===== src/rtl/core/rtp_sender_header_dtmf_gen_top_assert.svh =====
// Assertion macros for the RTP header generator RTL, used by rsh_ser.
`ifndef RTP_SENDER_HEADER_DTMF_GEN_TOP_ASSERT_SVH
`define RTP_SENDER_HEADER_DTMF_GEN_TOP_ASSERT_SVH

// Same-cycle implication, checked outside reset.
`define RSH_ASSERT_NOW(lbl, clk, rst_n, ante, cons, msg) \
    lbl: assert property (@(posedge clk) disable iff (!rst_n) (ante) |-> (cons)) else $error(msg);

// Next-cycle implication, checked outside reset.
`define RSH_ASSERT_NEXT(lbl, clk, rst_n, ante, cons, msg) \
    lbl: assert property (@(posedge clk) disable iff (!rst_n) (ante) |=> (cons)) else $error(msg);

`endif


===== src/rtl/core/rsh_pkg.sv =====
// Types, register codes and reset values for the RTP header generator.
package rsh_pkg;

    localparam int CFG_IDX_W = 4;

    localparam logic [CFG_IDX_W-1:0] CFG_INIT_SEQ   = 4'd0;
    localparam logic [CFG_IDX_W-1:0] CFG_INIT_TS    = 4'd1;
    localparam logic [CFG_IDX_W-1:0] CFG_SOURCE_ID  = 4'd2;
    localparam logic [CFG_IDX_W-1:0] CFG_AUDIO_PT   = 4'd3;
    localparam logic [CFG_IDX_W-1:0] CFG_TONE_PT    = 4'd4;
    localparam logic [CFG_IDX_W-1:0] CFG_TONE_EN    = 4'd5;
    localparam logic [CFG_IDX_W-1:0] CFG_FRAME_SMP  = 4'd6;
    localparam logic [CFG_IDX_W-1:0] CFG_SAMPLE_RATE = 4'd7;

    localparam logic [6:0]  RST_TONE_PT     = 7'd101;
    localparam logic [12:0] RST_FRAME_SMP   = 13'd160;
    localparam logic [17:0] RST_SAMPLE_RATE = 18'd8000;

    localparam logic [15:0] DUR_MAX = 16'hFFFF;

    typedef struct packed {
        logic [15:0] initial_sequence;
        logic [31:0] initial_timestamp;
        logic [31:0] source_id;
        logic [6:0]  audio_payload_type;
        logic [6:0]  tone_payload_type;
        logic        tone_enable;
        logic [12:0] frame_samples;
        logic [17:0] sample_rate;
    } t_cfg;

    typedef struct packed {
        logic       digit_request;
        logic [3:0] digit;
    } t_in;

    typedef struct packed {
        logic [31:0] header_word;
        logic        is_tone;
        logic        last_word;
    } t_out;

    // One frame's packet: up to four words, word 0 first.
    typedef struct packed {
        logic [3:0][31:0] words;
        logic             tone;
    } t_pkt;

endpackage


===== src/rtl/core/rsh_engine.sv =====
// Frame state engine: sequence, timestamp and telephone-event state, packet build.
module rsh_engine (
    input  logic            i_clk,
    input  logic            i_rst_n,
    input  rsh_pkg::t_cfg   i_cfg,
    input  logic            i_cfg_load,
    input  logic [15:0]     i_load_seq,
    input  logic [31:0]     i_load_ts,
    input  logic            i_accept,
    input  rsh_pkg::t_in    i_item,
    output rsh_pkg::t_pkt   o_pkt
);

    logic [15:0] r_seq, n_seq;
    logic [31:0] r_ts, n_ts;
    logic        r_active;
    logic [3:0]  r_code;
    logic [15:0] r_dur;

    logic        start;
    logic        act;
    logic [15:0] base;
    logic [16:0] dur_sum;
    logic [15:0] dur;
    logic [18:0] dur_x5;
    logic        end_flag;
    logic [3:0]  code;
    logic [31:0] ts_tone;

    always_comb begin
        start    = i_item.digit_request & i_cfg.tone_enable;
        act      = start | r_active;
        base     = start ? 16'd0 : r_dur;
        dur_sum  = {1'b0, base} + {4'b0, i_cfg.frame_samples};
        dur      = dur_sum[16] ? rsh_pkg::DUR_MAX : dur_sum[15:0];
        dur_x5   = {1'b0, dur, 2'b0} + {3'b0, dur};
        end_flag = dur_x5 >= {1'b0, i_cfg.sample_rate};
        code     = start ? i_item.digit : r_code;
        n_seq    = r_seq + 16'd1;
        n_ts     = r_ts + {19'b0, i_cfg.frame_samples};
        // (ts + step) - (base + step) == ts - base; duration cannot saturate
        // before the end test fires.
        ts_tone  = r_ts - {16'b0, base};
    end

    always_comb begin
        o_pkt.tone = act;
        if (act) begin
            o_pkt.words[0] = {1'b1, 8'b0, i_cfg.tone_payload_type, n_seq};
            o_pkt.words[1] = ts_tone;
            o_pkt.words[2] = i_cfg.source_id;
            o_pkt.words[3] = {4'b0, code, end_flag, 7'b0, dur};
        end else begin
            o_pkt.words[0] = {1'b1, 8'b0, i_cfg.audio_payload_type, n_seq};
            o_pkt.words[1] = n_ts;
            o_pkt.words[2] = i_cfg.source_id;
            o_pkt.words[3] = 32'd0;
        end
    end

    always_ff @(posedge i_clk) begin
        if (!i_rst_n) begin
            r_seq    <= 16'd0;
            r_ts     <= 32'd0;
            r_active <= 1'b0;
            r_code   <= 4'd0;
            r_dur    <= 16'd0;
        end else if (i_cfg_load) begin
            r_seq <= i_load_seq;
            r_ts  <= i_load_ts;
        end else if (i_accept) begin
            r_seq <= n_seq;
            r_ts  <= n_ts;
            if (act) begin
                r_active <= ~end_flag;
                r_code   <= code;
                r_dur    <= dur;
            end
        end
    end

endmodule


===== src/rtl/core/rsh_ser.sv =====
// Word serializer: holds one packet and emits it a word per transaction.
`include "rtp_sender_header_dtmf_gen_top_assert.svh"

module rsh_ser (
    input  logic            i_clk,
    input  logic            i_rst_n,
    input  rsh_pkg::t_pkt   i_pkt,
    input  logic            i_load,
    output logic            o_load_ok,
    output logic            o_valid,
    output rsh_pkg::t_out   o_data,
    input  logic            i_stall
);

    logic               r_valid;
    rsh_pkg::t_out      r_out;
    logic [2:0][31:0]   r_q;
    logic [1:0]         r_left;
    logic               r_tone;
    logic               taken;

    assign taken     = r_valid & ~i_stall;
    assign o_load_ok = ~r_valid | (taken & (r_left == 2'd0));
    assign o_valid   = r_valid;
    assign o_data    = r_out;

    always_ff @(posedge i_clk) begin
        if (!i_rst_n) begin
            r_valid <= 1'b0;
            r_left  <= 2'd0;
        end else if (i_load) begin
            r_valid             <= 1'b1;
            r_out.header_word   <= i_pkt.words[0];
            r_out.is_tone       <= i_pkt.tone;
            r_out.last_word     <= 1'b0;
            r_tone              <= i_pkt.tone;
            r_q[0]              <= i_pkt.words[1];
            r_q[1]              <= i_pkt.words[2];
            r_q[2]              <= i_pkt.words[3];
            r_left              <= i_pkt.tone ? 2'd3 : 2'd2;
        end else if (taken) begin
            if (r_left != 2'd0) begin
                r_out.header_word <= r_q[0];
                r_out.is_tone     <= r_tone;
                r_out.last_word   <= (r_left == 2'd1);
                r_q[0]            <= r_q[1];
                r_q[1]            <= r_q[2];
                r_left            <= r_left - 2'd1;
            end else begin
                r_valid <= 1'b0;
            end
        end
    end

    `RSH_ASSERT_NOW(a_left_needs_valid, i_clk, i_rst_n, r_left != 2'd0, r_valid,
        "words queued without a valid output word")
    `RSH_ASSERT_NOW(a_last_drains, i_clk, i_rst_n, r_valid && r_out.last_word,
        r_left == 2'd0, "last word shown with words still queued")
    `RSH_ASSERT_NEXT(a_done_clears, i_clk, i_rst_n,
        taken && r_left == 2'd0 && !i_load, !r_valid,
        "output stays valid after the packet drained")

endmodule


===== src/rtl/core/rtp_sender_header_dtmf_gen_top.sv =====
// Top level of the RTP header generator with telephone events.
//
// Usage:
//  - Input channel (i_in_valid / o_in_stall / i_in_data): one transaction per
//    audio frame tick, optionally requesting a DTMF digit.
//  - Output channel (o_out_valid / i_out_stall / o_out_data): the packet
//    header words of each tick, first word first. An audio tick gives three
//    words, a tick with an active telephone event gives four; last_word marks
//    the final word and is_tone tells the two apart.
//  - Config channel (i_cfg_valid / o_cfg_ready, always ready): writes one
//    register; any write to a known register reloads the sequence and
//    timestamp counters from their initial values. Unknown indexes are
//    dropped. Write only while the block is idle.
//  - Timing: the first word of a tick is valid the cycle after the tick is
//    taken. Throughput is set by the output word serializer moving one word
//    per cycle while i_out_stall is low; the next tick is taken in the same
//    cycle as the last word of the previous one is taken.
//  - Stall: i_out_stall freezes the output word; once the serializer is full
//    o_in_stall rises and holds the input side off.
//  - Reset (synchronous, active low): registers return to defaults, counters
//    clear, no event is active, the output channel goes empty.
module rtp_sender_header_dtmf_gen_top (
    input  logic                              i_clk,
    input  logic                              i_rst_n,
    input  logic                              i_in_valid,
    output logic                              o_in_stall,
    input  rsh_pkg::t_in                      i_in_data,
    output logic                              o_out_valid,
    input  logic                              i_out_stall,
    output rsh_pkg::t_out                     o_out_data,
    input  logic                              i_cfg_valid,
    output logic                              o_cfg_ready,
    input  logic [rsh_pkg::CFG_IDX_W-1:0]     i_cfg_index,
    input  logic [31:0]                       i_cfg_data
);

    rsh_pkg::t_cfg r_cfg, n_cfg;
    rsh_pkg::t_pkt pkt;
    logic          cfg_wr;
    logic          cfg_hit;
    logic          load_ok;
    logic          accept;

    assign o_cfg_ready = 1'b1;
    assign cfg_wr      = i_cfg_valid & o_cfg_ready;
    assign o_in_stall  = ~load_ok;
    assign accept      = i_in_valid & load_ok;

    // Register file decode; the counters reload from the post-write values.
    always_comb begin
        n_cfg   = r_cfg;
        cfg_hit = 1'b0;
        if (cfg_wr) begin
            cfg_hit = 1'b1;
            unique case (i_cfg_index)
                rsh_pkg::CFG_INIT_SEQ:    n_cfg.initial_sequence   = i_cfg_data[15:0];
                rsh_pkg::CFG_INIT_TS:     n_cfg.initial_timestamp  = i_cfg_data;
                rsh_pkg::CFG_SOURCE_ID:   n_cfg.source_id          = i_cfg_data;
                rsh_pkg::CFG_AUDIO_PT:    n_cfg.audio_payload_type = i_cfg_data[6:0];
                rsh_pkg::CFG_TONE_PT:     n_cfg.tone_payload_type  = i_cfg_data[6:0];
                rsh_pkg::CFG_TONE_EN:     n_cfg.tone_enable        = i_cfg_data[0];
                rsh_pkg::CFG_FRAME_SMP:   n_cfg.frame_samples      = i_cfg_data[12:0];
                rsh_pkg::CFG_SAMPLE_RATE: n_cfg.sample_rate        = i_cfg_data[17:0];
                default:                  cfg_hit                  = 1'b0;
            endcase
        end
    end

    always_ff @(posedge i_clk) begin
        if (!i_rst_n) begin
            r_cfg.initial_sequence   <= 16'd0;
            r_cfg.initial_timestamp  <= 32'd0;
            r_cfg.source_id          <= 32'd0;
            r_cfg.audio_payload_type <= 7'd0;
            r_cfg.tone_payload_type  <= rsh_pkg::RST_TONE_PT;
            r_cfg.tone_enable        <= 1'b0;
            r_cfg.frame_samples      <= rsh_pkg::RST_FRAME_SMP;
            r_cfg.sample_rate        <= rsh_pkg::RST_SAMPLE_RATE;
        end else begin
            r_cfg <= n_cfg;
        end
    end

    // Per-tick state and packet build, one pass per accepted tick.
    rsh_engine u_engine (
        .i_clk      (i_clk),
        .i_rst_n    (i_rst_n),
        .i_cfg      (r_cfg),
        .i_cfg_load (cfg_hit),
        .i_load_seq (n_cfg.initial_sequence),
        .i_load_ts  (n_cfg.initial_timestamp),
        .i_accept   (accept),
        .i_item     (i_in_data),
        .o_pkt      (pkt)
    );

    // Packet holding register and word-at-a-time output.
    rsh_ser u_ser (
        .i_clk     (i_clk),
        .i_rst_n   (i_rst_n),
        .i_pkt     (pkt),
        .i_load    (accept),
        .o_load_ok (load_ok),
        .o_valid   (o_out_valid),
        .o_data    (o_out_data),
        .i_stall   (i_out_stall)
    );

endmodule


===== config.mk =====
export PLATFORM = sky130hd
export DESIGN_NAME = rtp_sender_header_dtmf_gen_top
export DESIGN_NICKNAME = d
export VERILOG_FILES = /design/src/rtl/core/rsh_pkg.sv /design/src/rtl/core/rsh_engine.sv /design/src/rtl/core/rsh_ser.sv /design/src/rtl/core/rtp_sender_header_dtmf_gen_top.sv
export VERILOG_INCLUDE_DIRS = /design/src /design/src/rtl/core
export SDC_FILE = /design/constraint.sdc
export NUM_CORES = 1
export LEC_CHECK = 0
export BUFFER_PORTS_ARGS = -buffer_cell sky130_fd_sc_hd__buf_2
export CAP_MARGIN = 20
export CORE_UTILIZATION = 65
export CTS_CLUSTER_SIZE = 30
export DETAILED_ROUTE_END_ITERATION = 7
export GPL_ROUTABILITY_DRIVEN = 0
export PLACE_DENSITY_LB_ADDON = 0.25
export SLEW_MARGIN = 20
export SYNTH_ARGS = -nofsm -noshare
export SYNTH_HDL_FRONTEND = slang
export SYNTH_HIERARCHICAL = 1
export SYNTH_SLANG_ARGS = --single-unit
export TNS_END_PERCENT = 30

===== constraint.sdc =====
create_clock -name i_clk -period 10.97 [get_ports i_clk]
set_input_delay 2.194 -clock i_clk [delete_from_list [all_inputs] [get_ports i_clk]]
set_output_delay 2.194 -clock i_clk [all_outputs]
set_load 0.1 [all_outputs]

# == After elaboration in Yosys (flattened, before gate mapping) ==
# Index checks and enable logic that the tools add are counted.
# op_classes
add_sub_neg,6
magnitude_cmp,1
n_eq_ne,9
mux,32
bitwise_logic,11
n_reduce_logical,18
# ops
op,n
$mux W64,4
$mux W32,4
$mux W126,1
$mux W34,3
$mux W16,5
$add A32 B13 Y32,1
$sub A32 B16 Y32,1
$add A18 B16 Y19,1
$ge A19 B18 Y1,1
$mux W18,1
$reduce_and A2 Y1,9
$add A16 B13 Y17,1
$add A16 B1 Y16 const B,1
$eq A4 B3 Y1 const B,4
$mux W7,2
$mux W13,1
$eq A4 B2 Y1 const B,2
$reduce_bool A2 Y1,4
$reduce_or A8 Y1,1
$mux W1,7
$mux W2,3
$reduce_and A3 Y1,2
$not A1 Y1,5
$and A1 B1 Y1,4
other kinds (8),9
# word_totals
register_bits,329
in_bits,46
output_inout_bits,37

# == Logic depth before layout (Yosys ltp) ==
# depth
word_depth,7
depth_mapped,30
mapped_depth_nobuf,27

# == Cells and area by module ==
# The synthesis kept the hierarchy.
# by_module_without_submodules
mod,n_inst,cells_per_inst,area_each_um2
rsh_engine,1,1084,7910.1
rtp_sender_header_dtmf_gen_top,1,524,5426.5
rsh_ser,1,261,5326.4

# == Worst setup path before layout ==
# OpenSTA, ideal clock, no wires.
# synth_path
path_kind,input to register
startpoint,in i_in_data[4] in the netlist's numbering
endpoint,reg u_ser/r_q[87] in the netlist's numbering (data pin)
setup_ps,266
arrival_ps,7701
required_time_ps,10704
slack_ps,3003
cell_stages,30
path_buffers,3
cell_sequence,nand2_1 -> clkbuf_1 -> clkbuf_1 -> nand2_1 -> inv_1 -> ha_1 -> and4_1 -> and2_1 -> o21ai_1 -> a31oi_1 -> clkbuf_1 -> nor2_1 -> inv_1 -> ha_1 -> fa_1 -> a211o_1 -> o211ai_1 -> a211o_1 -> a31oi_1 -> a31oi_1 -> xnor2_1 -> ha_1 -> nand2_1 -> a31oi_1 -> nor4_1 -> nor4_1 -> or3_1 -> a31o_2 -> a211oi_1 -> nor2_1
# synth_between
elab_chain_cells,6
# synth_lines
element,line_no,source
start: declaration,rtp_sender_header_dtmf_gen_top.sv:27,"input rsh_pkg::t_in i_in_data,"
$and A1 B1 Y1,rsh_engine.sv:31,start = i_item.digit_request & i_cfg.tone_enable;
$mux W16,rsh_engine.sv:33,base = start ? 16'd0 : r_dur;
$add A16 B13 Y17,rsh_engine.sv:34,"dur_sum = {1'b0, base} + {4'b0, i_cfg.frame_samples};"
$mux W16,rsh_engine.sv:35,dur = dur_sum[16] ? rsh_pkg::DUR_MAX : dur_sum[15:0];
named net u_engine.dur[2],rsh_engine.sv:24,logic [15:0] dur;
$add A18 B16 Y19,rsh_engine.sv:36,"dur_x5 = {1'b0, dur, 2'b0} + {3'b0, dur};"
$ge A19 B18 Y1,rsh_engine.sv:37,"end_flag = dur_x5 >= {1'b0, i_cfg.sample_rate};"
end: declaration,rsh_ser.sv:17,logic [2:0][31:0] r_q;
# The timed path passes the listed nets, and every way through them passes these cells.
# A chain may end at the register's enable or synchronous reset.

# == Final worst setup path ==
# Ends and elaborated chain as after synthesis.

==> results by group <==
Clock tree
  • Clock Latency Late Sink: approximately 0.53 ns
  • CTS tree: done
  • Resized cells post-CTS: 0
  • Clock Tree Root: clkbuf_16
  • Number of hold buffers added after cts: 0
  • Post-CTS setup buffer count: 0
  • H-tree Lvls: 2
  • Worst-path clk slew: 0.06 ns
  • CTS Buf Count: 36
  • Clock sinks: 329
  • Clock Path Buffers: 3

Worst hold path
  • Worst hold path type: reg2reg

Routing
  • First-pass detailed-route iteration total: 6
  • Routed len/inst: ~20 um
  • Routed wire length: 45.63 mm
  • First DRT Iteration DRCs: 1316
  • DRC Markers: 0
  • Total number of vias: 13896
  • DRT antenna net count: 0
  • Via density per instance: 6.111

Job
  • Max_cap viols: 0

Place
  • Setup WS pre-CTS: 1.701 ns
  • Port Buffer Count: 81
  • Hpwl dp: 31.27 mm

Global route
  • GRT Total Usage: a little under a third
  • GR Util met3: 5.983%
  • GR met1 Demand/Resource: a little over two fifths
  • Vias in the first global route: 13342
  • Antenna violations before repair: 1
  • GR Layer Usage met2: 47.84%
  • Remaining global-route overflow: 0
  • Most used routing layer: met2
  • Largest net degree at the start of global routing: between 100 and 150
  • First-pass GRT wire length: 71.59 mm

STA
  • Setup WS post-layout: 2.242 ns
  • Fmax: 0.1146 GHz
  • Slew margin rel.: between 30% and 40%
  • Fin Clk Skew: approximately 0.025 ns
  • Final Hold Vio Count: 0
  • Final slew viol count: 0
  • Hold slack: 0.4560 ns
  • Unrepaired setup endpoints after global routing: false
  • Final critical-path share of the clock period: 79.57%
  • Setup Viol. Count Final: 0
  • Least-Margin Pin Slew: 0.9930 ns
  • Final setup TNS: 0 ns
  • Final worst path period need: about 8.7 ns

Layout
  • Layout area overhead: 7.737%
  • Share of layout cells above drive strength 1: 17.47%
  • NumNets Final: 1994

Synth
  • Netlist cell types: 70
  • Post-synth EDFFs: 131
  • Avg Inst Size Synth: 9.985 um^2
  • Asr flop ratio synth: 0%
  • Ys flop type: dfxtp_1
  • Ranking of synthesized cells by area: dfxtp_1 21%, edfxtp_1 21%, mux2i_1 7.1%, mux2_2 7.1%, nand2_1 5.7%
  • Post-synthesis sequential area ratio: between 40% and 50%
  • Mapped cell area: approximately 0.019 mm^2
  • YS warnings: 6
  • Top cell type's share of synthesized area: 21.24%
  • Synth Instances: roughly 1900
  • Area leader, netlist: dfxtp_1
  • #FFs+latches synth: 329

Power and ir drop
  • Worst vdd ir: between 100 and 150 uV
  • Leakage: 0.009170 uW
  • PwrDens: 147.8 mW/mm^2

Floorplan
  • DIE HEIGHT: 171.4 um
  • Die area: around 0.029 mm^2
  • I/O pin cnt: 83
  • Placeable Area: 0.02801 mm^2
  • Initial Util: 66.63%
  • Rows: 61
  • Die X: about 170 um

Worst setup path
  • Setup crit start kind: input port
  • Crit Path Max Fanout: 21
  • Crit Path Class: in2reg
  • Crit path arrival time: ~9.0 ns
  • WP data required: 11.22 ns
  • Crit end category: flop

Run status
  • Status: finished, final reports clean
-- flip-flops by register name (all words and copies together), names as in the netlist --
signal and count:
u_ser/r_left 2, u_engine/r_dur 16, u_ser/o_data 34, u_engine/r_active 1, u_ser/r_tone 1, u_engine/r_code 4
r_cfg 126, u_ser/r_q 96, u_engine/r_seq 16, u_ser/o_valid 1, u_engine/r_ts 32
-- through the flow --
| step | util, % | std cells | instance area, um^2 | total power (uW) |
|---|---|---|---|---|
| after floorplan | - | 1887 | 18730 | 1670 |
| after global placement | 67.25 | 2206 | 18840 | 1739 |
| after detailed placement | 67.25 | 2206 | 18840 | 1747 |
| after CTS | 71.68 | 2272 | 20080 | 2979 |
| after global routing | 71.78 | 2274 | 20110 | 3068 |
| final | 71.78 | 2274 | 20110 | 2972 |
-- metal layers --
| layer | vias to the layer above | wire (um) |
|---|---|---|
| met5 | - | 0 |
| met4 | 0 | 1715 |
| met3 | 111 | 3689 |
| met2 | 582 | 19990 |
| met1 | 6695 | 20240 |
| li1 | 6508 | - |
-- cell usage in the layout (no fill, tap or decap), types with 17 or more instances in the layout --
cell,count
a21oi_1,76
a31oi_1,18
and2_1,21
and3_1,23
buf_2,80
clkbuf_16,40
conb_1,21
dfxtp_1,198
edfxtp_1,131
ha_1,77
inv_1,71
mux2_2,117
mux2_4,28
mux2i_1,132
nand2_1,284
nand2b_1,19
nand3_1,38
nand4_1,17
nor2_1,70
nor2b_1,26
nor3_1,20
o211a_1,30
o21ai_0,62
xnor2_1,54
xor2_1,55
-- layout make-up --
| class | count | area [um^2] |
|---|---|---|
| antenna | 1 | 2.502 |
| inverter | 72 | 270.3 |
| timing repair buffer | 95 | 524.3 |
| clock inverter | 16 | 162.7 |
| tap | 378 | 473.0 |
| multi-input combinational | 1333 | 9698 |
| fill | 2061 | 7904 |
| sequential | 329 | 7898 |
| clock buffer | 50 | 1079 |
-- cells by family (layout without fill, tap and decap cells) --
logic type               count (synthesis)  count (layout)  synth area share [%]
AND/OR/NAND/NOR                        565             565                 14.14
multiplexers                           277             277                 16.39
adder cells (fa/ha/maj)                 81              81                 5.591
XOR/XNOR                               109             109                 5.115
AO/OA/AOI/OAI                          280             280                 10.04
other                                    3              22               0.06033
buffers and inverters                  225             233                 6.342
flip-flops                             329             329                 42.32
-- synth_stat cells (all sizes together), types with 19 or more instances --
library cell  instances
a21oi                76
nand2               285
buf                  90
xor2                 55
and2                 22
xnor2                54
mux2i               132
clkbuf               63
ha                   77
nand3                38
dfxtp               198
edfxtp              131
nor2                 75
a31oi                19
and3                 23
nand2b               19
o211a                30
mux2                145
inv                  72
nor3                 21
nor2b                27
o21ai                63
-- power breakdown --
part | internal (uW) | switching [uW]
Clock | 743 | 498
Combinational | 128 | 251
Sequential | 1330 | 26.2
Total | 2200 | 776
-- critical path: stages --
cell and delay, ns:
buf_2 0.11, nand2_1 0.47, and2_1 0.41, ha_1 0.21, fa_1 0.42, a211oi_1 0.36, o21ai_0 0.24, nand3_1 0.20
a31oi_2 0.32, nor2_1 0.31, inv_1 0.12, ha_1 0.25, fa_1 0.44, a211o_1 0.28, o211ai_1 0.15, a211o_1 0.19
a31oi_1 0.11, a31oi_1 0.28, xnor2_1 0.16, ha_1 0.27, nand2_1 0.08, a31oi_1 0.08, nor4_1 0.18, nor4_1 0.08
or3_1 0.37, a31o_2 0.26, a211oi_1 0.33, nor2_1 0.07
-- worst paths after layout --
| check | from | to | slack (ns) | depth (start not counted) |
|---|---|---|---|---|
| worst max-delay path | i_in_data[4] | u_ser/r_q[87] | 2.24 | 28 |
| worst min register to register | r_cfg[1] | r_cfg[1] | 0.46 | 2 |
| worst max register to register | r_cfg[31] | u_ser/r_q[87] | 3.67 | 27 |
| worst min-delay path | r_cfg[1] | r_cfg[1] | 0.46 | 2 |
Power figures use the tool's default switching activity.
